===== config.mk =====
export PLATFORM = sky130hd
export DESIGN_NAME = fmlt_merge
export DESIGN_NICKNAME = d
export VERILOG_FILES = /design/src/design/fmlt_pkg.sv /design/src/design/fmlt_merge.sv
export SDC_FILE = /design/constraint.sdc
export NUM_CORES = 1
export LEC_CHECK = 0
export ABC_CLOCK_PERIOD_IN_PS = 5800
export BUFFER_PORTS_ARGS = -buffer_cell sky130_fd_sc_hd__buf_2
export CAP_MARGIN = 10
export CORE_MARGIN = 3
export CORE_UTILIZATION = 50
export DETAILED_ROUTE_END_ITERATION = 6
export PLACE_DENSITY = 0.89
export SLEW_MARGIN = 20
export SYNTH_ARGS = -nofsm -noshare
export SYNTH_HDL_FRONTEND = slang
export SYNTH_SLANG_ARGS = --single-unit

===== constraint.sdc =====
create_clock -name clk_i -period 5.8 [get_ports clk_i]
set_input_delay 1.45 -clock clk_i [delete_from_list [all_inputs] [get_ports clk_i]]
set_output_delay 1.45 -clock clk_i [all_outputs]
set_load 0.005 [all_outputs]

===== src/design/fmlt_pkg.sv =====
// ----------------------------------------------------------------------------
// fmlt_pkg: shared types and constants
// Word codes, configuration indexes and stage enables for the s15.16
// matrix interpolation block.
// ----------------------------------------------------------------------------
package fmlt_pkg;

  localparam int unsigned ELEM_W   = 32;  // s15.16 element
  localparam int unsigned WORD_W   = 32;
  localparam int unsigned IDX_W    = 3;
  localparam int unsigned WEIGHT_W = 16;
  localparam int unsigned THR_W    = 15;
  localparam int unsigned THR_SQ_W = 2 * THR_W;
  localparam int unsigned PROD_W   = 50;  // 32 x 18 signed product
  localparam int unsigned SQ_W     = 64;
  localparam int unsigned CFG_IDX_W  = 2;
  localparam int unsigned CFG_DATA_W = 16;

  // Word positions that carry the translation column.
  localparam logic [IDX_W-1:0] WORD_TRANS_XY = 3'd6;
  localparam logic [IDX_W-1:0] WORD_TRANS_Z  = 3'd7;

  // Configuration register indexes.
  localparam logic [CFG_IDX_W-1:0] CFG_LERP_WEIGHT = 2'd0;
  localparam logic [CFG_IDX_W-1:0] CFG_TELE_THRESH = 2'd1;

  localparam logic [WEIGHT_W-1:0] WEIGHT_RESET = 16'd32768;
  localparam logic [WEIGHT_W:0]   WCOMP_RESET  = 17'd32768;
  localparam logic [THR_SQ_W-1:0] THR_SQ_RESET = 30'd90000;  // 300 squared

  // Load enables for the two lane stages.
  typedef struct packed {
    logic s1;
    logic s2;
  } pipe_en_t;

endpackage


===== src/design/fmlt_merge.sv =====
// ----------------------------------------------------------------------------
// fmlt_merge: lane merge and output register
// Repacks the two lane results, keeps the squared translation sum and
// raises the teleport flag on the last word.
// ----------------------------------------------------------------------------
module fmlt_merge (
  input  logic                              clk_i,
  input  logic                              rst_ni,
  input  logic                              load_i,
  input  logic [fmlt_pkg::IDX_W-1:0]        idx_i,
  input  logic [fmlt_pkg::ELEM_W-1:0]       blend1_i,
  input  logic [fmlt_pkg::ELEM_W-1:0]       blend2_i,
  input  logic [fmlt_pkg::SQ_W-1:0]         sq1_i,
  input  logic [fmlt_pkg::SQ_W-1:0]         sq2_i,
  input  logic [fmlt_pkg::THR_SQ_W-1:0]     thr_sq_i,
  output logic [fmlt_pkg::WORD_W-1:0]       int_word_o,
  output logic [fmlt_pkg::WORD_W-1:0]       frac_word_o,
  output logic                              teleport_o,
  output logic                              last_o
);

  logic [fmlt_pkg::SQ_W-1:0] sum_d, sum_q;
  logic [fmlt_pkg::SQ_W-1:0] add_a, add_b;
  logic [fmlt_pkg::SQ_W:0]   add_full;
  logic [fmlt_pkg::SQ_W-1:0] add_sat;
  logic [fmlt_pkg::SQ_W-1:0] limit;
  logic [fmlt_pkg::WORD_W-1:0] int_word_q, frac_word_q;
  logic                      teleport_d, teleport_q, last_q;

  always_comb begin
    // Word 6 starts a fresh sum; word 7 adds the z delta to it.
    add_a = (idx_i == fmlt_pkg::WORD_TRANS_XY) ? sq2_i : sum_q;
    add_b = sq1_i;
    add_full = {1'b0, add_a} + {1'b0, add_b};
    add_sat  = add_full[fmlt_pkg::SQ_W] ? '1 : add_full[fmlt_pkg::SQ_W-1:0];
    sum_d = sum_q;
    if (idx_i == fmlt_pkg::WORD_TRANS_XY || idx_i == fmlt_pkg::WORD_TRANS_Z) begin
      sum_d = add_sat;
    end
    // The threshold is in whole units, the sum in 2^-32 square units.
    limit      = {2'b00, thr_sq_i, 32'd0};
    teleport_d = (idx_i == fmlt_pkg::WORD_TRANS_Z) && (add_sat > limit);
  end

  always_ff @(posedge clk_i or negedge rst_ni) begin
    if (!rst_ni) begin
      sum_q <= '0;
    end else if (load_i) begin
      sum_q <= sum_d;
    end
  end

  always_ff @(posedge clk_i) begin
    if (load_i) begin
      int_word_q  <= {blend1_i[31:16], blend2_i[31:16]};
      frac_word_q <= {blend1_i[15:0], blend2_i[15:0]};
      teleport_q  <= teleport_d;
      last_q      <= (idx_i == fmlt_pkg::WORD_TRANS_Z);
    end
  end

  assign int_word_o  = int_word_q;
  assign frac_word_o = frac_word_q;
  assign teleport_o  = teleport_q;
  assign last_o      = last_q;

endmodule


==> summary.md, run 1 <==
| Metric | Value |
|---|---|
| Status | complete, but fails checks |
| Violated checks | negative setup slack |
| Hold path startpoint | sum_q[37]$_DFFE_PN0P_ |
| Top-count cell post-synth | nor2_1 |
| Period utilization | 122% |
| Top cell type by total area after synthesis | edfxtp_1 |
| Commonest cells in the netlist | nor2_1 (111), ha_1 (94), nand2_1 (93), a21oi_1 (87), mux2_2 (78) |
| Routed vias | roughly 12,000 |
| Post-synthesis mux area share | under 10% |
| Total Routing Usage GR | roughly 32% |
| Unique masters post-synth | between 80 and 90 |
| Layout Nets | 2,027 |
| Drt first pass iters | 6 |
| Via density | ~6.0 |
| Chip width | around 150 microns |
| Synth Area per Inst | between 9 and 10 sq um |
| Area of the core | between 20,000 and 25,000 sq um |
| Row count | 52 |
| RSZ-0062 raised after global routing | yes |
| PwrDens | approximately 510 nW/um^2 |
| I/O Buffers | between 200 and 300 |
| Setup WS post-layout | -1.27 ns |
| Critical path startpoint | idx_i[1] |
| CTS tree | yes |
| Register bit total from synthesis | between 100 and 150 |
| Clock Power Share | 13.9% |
| Post-synth EDFFs | 66 |
| Minimum clock period | approximately 7.1 ns |
| Post-Route WL | between 30 and 40 mm |
| Die span in y | 152 microns |
| Worst min-delay path class | reg2reg |
| Largest family of logic cells by synthesized area | compound AO/OA/AOI/OAI gates |
| Total clock sinks | 130 |
| Total power | 7.82 mW |
| Hold slack | between 0.5 and 0.6 ns |
| Clk_lat worst skew | 0.44 ns |
| CP Class | in2reg |
| Max-Cap Viols | 0 |
| Largest net degree at the start of global routing | between 60 and 70 |
| Reg2Reg Launch Point | sum_q[2]$_DFFE_PN0P_ |
| Top cell type's share of synthesized area | 18.6% |
| Layout area overhead | 43.1% |
| Gr ovfl total | 0 |
| Worst-Margin Slew | between 0.9 and 1 ns |
| Vias in the first global route | roughly 12,000 |
| Fmax achieved | around 140 MHz |
| Hold-fix buffers at CTS | 0 |
| Fill cell count | between 1,000 and 1,500 |
| Net Switching | between 3 and 4 mW |
| Crit path launch type | input port |
| Pre-CTS WS | -1.59 ns |
| Pint | around 4.4 mW |
| Diode count | 0 |
| Worst EP arrival | between 7 and 8 ns |
| Routed WL per cell | around 20 microns |
| DP Wirelength | 30.2 mm |
| Worst VDD drop | between 0.2 and 0.3 mV |
| Final number of setup-violating endpoints | 1 |
| Antenna violations before repair | 0 |
| # DRC | 0 |
| Adder and majority gate portion of the synthesized area | 11.2% |
| Clk slew on worst S/H paths | 0.07 ns |
| Final Hold Viols | 0 |
| Post-Synthesis Cells | about 1,200 |
| Initial Utilization | about half |
| Gate power share | between 60% and 70% |
| Syn Nets | between 1,000 and 1,500 |
| Ys flop type | edfxtp_1 |
| Share of cells above drive strength 1 | 45.9% |
| CTS Root Cell | clkbuf_16 |
| Slew HR | a little over a third |
| Kind of end point of the critical path | register |
| Final clock skew | 0.0162 ns |
| Gpl congestion | between 0.9 and 1 |
| Final ANT Viol Nets | 0 |
| Total CTS buffers | 17 |
| Synth Area in Compound Gates | a little under a quarter |
| I/O pins | roughly 300 |
| Post-synthesis simple-gate area fraction | between 10 and 15% |
| Post-synthesis sequential area ratio | around 34% |
| Setup TNS | -1.27 ns |
| Flop pwr share | between 10% and 20% |
| Data required time of the worst path | 5.97 ns |
| Post-synthesis xor/xnor area fraction | 4.28% |
| First-pass GRT wire length | 60.7 mm |
| Top cells by area, synth | edfxtp_1 (19%), dfrtp_1 (15%), ha_1 (11%) |
| Yosys Warn Count | 0 |
| CTS max path bufs | 2 |
| Synthesized area | 10,600 sq um |
| Total leakage power | just over 7 nW |
| Async set or reset register ratio after synthesis | between 40% and 50% |
| H-tree depth | 4 |
| DRT iter0 DRCs | between 1,000 and 1,500 |
| CP Max Fanout | 17 |
| Slew Limit Fails | 0 |
| Sw Ratio | 43.6% |
| Die area | ~23,000 sq um |
sequential cells by signal (all words and copies together) (netlist names):
name,flops
last_o,1
teleport_o,1
int_word_o,32
frac_word_o,32
sum_q,64
area by class of cell:
class | instances | area, sq um | area share (%)
clock buffer | 17 | 425 | 2.79
sequential | 130 | 3580 | 23.5
timing repair buffer | 593 | 3760 | 24.7
clock inverter | 15 | 159 | 1.04
multi-input combinational | 913 | 6780 | 44.5
tap | 270 | 338 | 2.22
inverter | 49 | 184 | 1.21
repair_timing:
| action | CTS | global route |
|---|---|---|
| endpoints found under the setup margin | 1 | 1 |
| buffers inserted | 4 | 6 |
| gates resized for setup | 18 | 18 |
| pin swaps | 6 | 28 |
stage by stage:
stage	util, %	instances	cell area [sq um]
floorplan	-	1150	10800
global placement	70.0	1945	14400
detailed placement	70.0	1945	14400
CTS	73.4	1981	15100
global route	74.1	1987	15200
finish	74.1	1987	15200
cell usage in the layout, fill, tap and decap left out, types with 8 or more instances in the layout:
master,instances
a21oi_2,33
inv_1,48
edfxtp_1,66
a31oi_2,9
dfrtp_1,64
a21o_1,38
nor2_1,111
or3_1,11
o21ai_0,45
and3_1,9
nand2b_1,12
nand2_1,93
buf_2,293
buf_4,296
a31oi_1,17
nor3_1,16
xnor2_1,28
a21oi_1,82
nand3_1,25
mux2_2,77
xor2_1,23
clkbuf_16,17
o21ai_1,8
o21bai_1,12
ha_1,88
o21a_1,19
nand4_1,29
cell families (layout without fill, tap and decap cells):
logic type,Yosys count,after routing
adders and majority gates,95,95
muxes,82,82
AOI/OAI and AO/OA,345,345
buffers and inverters,107,674
xor gates and xnor gates,52,52
DFF,130,130
and+or+nand+nor,339,339
power by group through the flow:
stage / Sequential (mW) / Combinational (mW) / Clock (mW)
after floorplan: 1.31 / 2.93 / 0
after global placement: 1.33 / 4.84 / 0
after detailed placement: 1.35 / 5.01 / 0
after CTS: 1.33 / 5.14 / 1.10
after global routing: 1.36 / 5.79 / 1.14
final: 1.34 / 5.39 / 1.09
path summary, 6_finish.rpt:
path,endpoint,slack [ns],cells past startpoint
max,teleport_o$_DFFE_PP_,-1.27,27
min,sum_q[37]$_DFFE_PN0P_,0.51,1
max reg2reg,teleport_o$_DFFE_PP_,-0.09,24
min reg2reg,sum_q[37]$_DFFE_PN0P_,0.51,1
max in group asynchronous,sum_q[27]$_DFFE_PN0P_,3.90,2
min in group asynchronous,sum_q[43]$_DFFE_PN0P_,1.21,2
worst max-delay path, stage by stage:
cell and delay [ns]:
buf_2 0.11, nand3b_1 0.19, buf_6 0.17, buf_12 0.18, mux2_2 0.35, ha_1 0.35
a21oi_2 0.22, o21ai_0 0.17, a21oi_2 0.20, a21oi_2 0.11, o211a_1 0.29, or2_1 0.26
buf_4 0.16, a21o_1 0.17, a21oi_1 0.28, xor2_1 0.29, nand2_1 0.10, ha_1 0.29
nand4_1 0.16, nor3_2 0.25, nand4_1 0.10, or4_4 0.43, a2111o_1 0.43, nor4_2 0.14
nand4_1 0.14, o21ai_1 0.14, o211ai_1 0.12
routing by layer:
metal	vias to the layer above	routed length, microns	track usage (%)
met4	0	2030	14.2
met2	743	19000	56.0
met1	5563	14700	38.7
li1	5387	-	-
met3	175	3360	5.92
met5	-	0	0
No activity file was read; power rests on OpenSTA's default activity.
==> inputs of run 2 (changes only) <==
- RECOVER_POWER: default -> 25
==> summary.md, run 2 (synthesis gave the netlist of run 1 again) <==
| Metric | Value |
|---|---|
| Status | complete, but fails checks |
| Violated checks | design-rule violations, max-capacitance violations, max-slew violations, negative setup slack |
| Setup WS post-layout | -1.26 ns |
| Placed Area | approximately 14,000 sq um |
| Net Switching | between 3 and 4 mW |
| Hold-critical path endpoint | sum_q[37]$_DFFE_PN0P_ |
| Storage element area | 3580 sq um |
| CTS tree | yes |
| Clock Power Share | 13.9% |
| Most frequent cells in the layout | buf_4 (294), buf_2 (285), nor2_1 (111), nand2_1 (93), ha_1 (88) |
| Area of the core | 20,600 sq um |
| Data required time of the worst path | 5.96 ns |
| Die span in y | ~150 microns |
| Chip width | 152 microns |
| Sw Ratio | a little over two fifths |
| Kind of end point of the critical path | register |
| Share of cells above drive strength 1 | between 40% and 50% |
| Reg2Reg Launch Point | sum_q[2]$_DFFE_PN0P_ |
| Hold path depth | 1 |
| Final Hold Viols | 0 |
| DRT iter0 DRCs | 1,212 |
| Routed vias | about 12,000 |
| RR Endpoint | teleport_o$_DFFE_PP_ |
| Final number of setup-violating endpoints | 1 |
| Post-route cell area | 15,200 sq um |
| Total clock sinks | 130 |
| Hold path startpoint | sum_q[37]$_DFFE_PN0P_ |
| H-tree depth | 4 |
| Period utilization | 122% |
| CP Class | in2reg |
| First-pass GRT wire length | 60.7 mm |
| Flop pwr share | between 15 and 20% |
| Worst EP arrival | 7.22 ns |
| Total Routing Usage GR | approximately a third |
| Drt first pass iters | 7 |
| Total CTS buffers | 17 |
| Clk_lat worst skew | 0.44 ns |
| Largest register FFs | 64 |
| Minimum clock period | slightly above 7 ns |
| Worst-Margin Slew | around 4.1 ns |
| Vias in the first global route | approximately 12,000 |
| Via density | ~6.0 |
| PwrDens | 514 nW/um^2 |
| Slew HR | -173% |
| Die area | approximately 23,000 sq um |
| Worst reg-to-reg path cell count | 24 |
| Layout area overhead | 42.9% |
| Gpl congestion | just under 1 |
| Gate power share | between 60 and 70% |
| Routed WL per cell | roughly 20 microns |
| Final ANT Viol Nets | 0 |
| Diode count | 0 |
| CTS max path bufs | 2 |
| DP Wirelength | 30.2 mm |
| Most common cell after layout, fill and taps aside | buf_4 |
| Initial Utilization | 51.8% |
| Max-Cap Viols | 1 |
| I/O Buffers | 293 |
| Combined area of the multi-input logic cells | between 6000 and 7000 sq um |
| Worst min-delay path class | reg2reg |
| Fmax achieved | between 100 and 150 MHz |
| # DRC | 2 |
| CTS Root Cell | clkbuf_16 |
| I/O pins | roughly 290 |
| Antenna violations before repair | 0 |
| Hold-fix buffers at CTS | 0 |
| Slew Limit Fails | 65 |
| Total leakage power | 7.05 nW |
| Critical path startpoint | idx_i[1] |
| Crit path launch type | input port |
| Layout Nets | between 2,000 and 2,500 |
| Clk slew on worst S/H paths | about 0.07 ns |
| Register name with the most flops | sum_q |
| Row count | 52 |
| CP Max Fanout | 17 |
| RSZ-0062 raised after global routing | yes |
| Final clock skew | around 0.018 ns |
| Reg2reg setup slack | -0.07 ns |
| Gr ovfl total | 0 |
| Post-Route WL | 39.1 mm |
| Largest net degree at the start of global routing | approximately 70 |
| Setup TNS | -1.26 ns |
| Fill cell count | roughly 1,400 |
| Pint | roughly 4.4 mW |
| Worst VDD drop | between 0.2 and 0.3 mV |
-- run 2: cell count changes in the layout (fill, tap and decap cells not counted) --
| cell | delta |
|---|---|
| clkbuf_1 | +10 |
| buf_2 | -8 |
| buf_4 | -2 |
-- run 2: how the worst max path moves through the flow --
| stage | to | slack, ns |
|---|---|---|
| after floorplan | teleport_o$_DFFE_PP_ | -0.91 |
| after global placement | teleport_o$_DFFE_PP_ | -1.34 |
| after detailed placement | teleport_o$_DFFE_PP_ | -1.59 |
| after CTS | teleport_o$_DFFE_PP_ | -1.02 |
| after global routing | teleport_o$_DFFE_PP_ | -1.38 |
| final | teleport_o$_DFFE_PP_ | -1.26 |
-- run 2: area by class of cell --
| cell class | count | share of cell area, % |
|---|---|---|
| multi-input combinational | 913 | 44.6 |
| timing repair buffer | 593 | 24.6 |
| clock inverter | 15 | 1.04 |
| inverter | 49 | 1.21 |
| sequential | 130 | 23.6 |
| tap | 270 | 2.22 |
| clock buffer | 17 | 2.80 |
-- run 2: power groups by stage --
stage | combinational (mW) | sequential [mW] | clock, mW
detailed placement | 5.01 | 1.35 | 0
finish | 5.39 | 1.34 | 1.09
CTS | 5.14 | 1.33 | 1.10
floorplan | 2.93 | 1.31 | 0
global placement | 4.84 | 1.33 | 0
global route | 5.79 | 1.36 | 1.14
-- run 2: per-stage QoR --
stage | setup WS [ns] | util (%) | total power [mW] | hold slack, ns | instances
2_1_floorplan | -0.911 | - | 4.23 | 0.433 | 1150
3_3_place_gp | -1.34 | 70.0 | 6.17 | 0.447 | 1945
3_5_place_dp | -1.59 | 70.0 | 6.36 | 0.475 | 1945
4_1_cts | -1.02 | 73.4 | 7.57 | 0.508 | 1981
5_1_grt | -1.38 | 74.0 | 8.29 | 0.528 | 1987
6_report | -1.26 | 74.0 | 7.82 | 0.509 | 1987
-- run 2: worst max-delay path, cell delays in order --
cell	delay, ns
buf_2	0.11
nand3b_1	0.19
buf_6	0.17
buf_12	0.18
mux2_2	0.35
ha_1	0.29
buf_4	0.16
nand2_1	0.06
nor2_1	0.05
a211oi_2	0.30
nand3_1	0.17
o211a_1	0.30
or2_1	0.26
buf_4	0.16
a21o_1	0.18
a21oi_1	0.26
xor2_1	0.29
nand2_1	0.10
ha_1	0.29
nand4_1	0.16
nor3_2	0.24
nand4_1	0.10
or4_4	0.43
a2111o_1	0.43
nor4_2	0.15
nand4_1	0.15
o21ai_1	0.15
o211ai_1	0.11
-- run 2: timing repair --
item	4_1_cts	5_1_grt
setup buffers	4	6
endpoints found under the setup margin	1	1
endpoints found under the hold margin	0	0
pin swaps	6	28
gates cloned	0	0
resized for setup	18	18
-- run 2: metal layers --
metal | GRT usage (%) | vias to the layer above | part of all wire (%)
met5 | 0 | - | 0
met4 | 14.2 | 0 | 4.9
met3 | 5.92 | 167 | 8.6
met2 | 56.0 | 750 | 49
met1 | 38.7 | 5545 | 38
li1 | - | 5386 | -
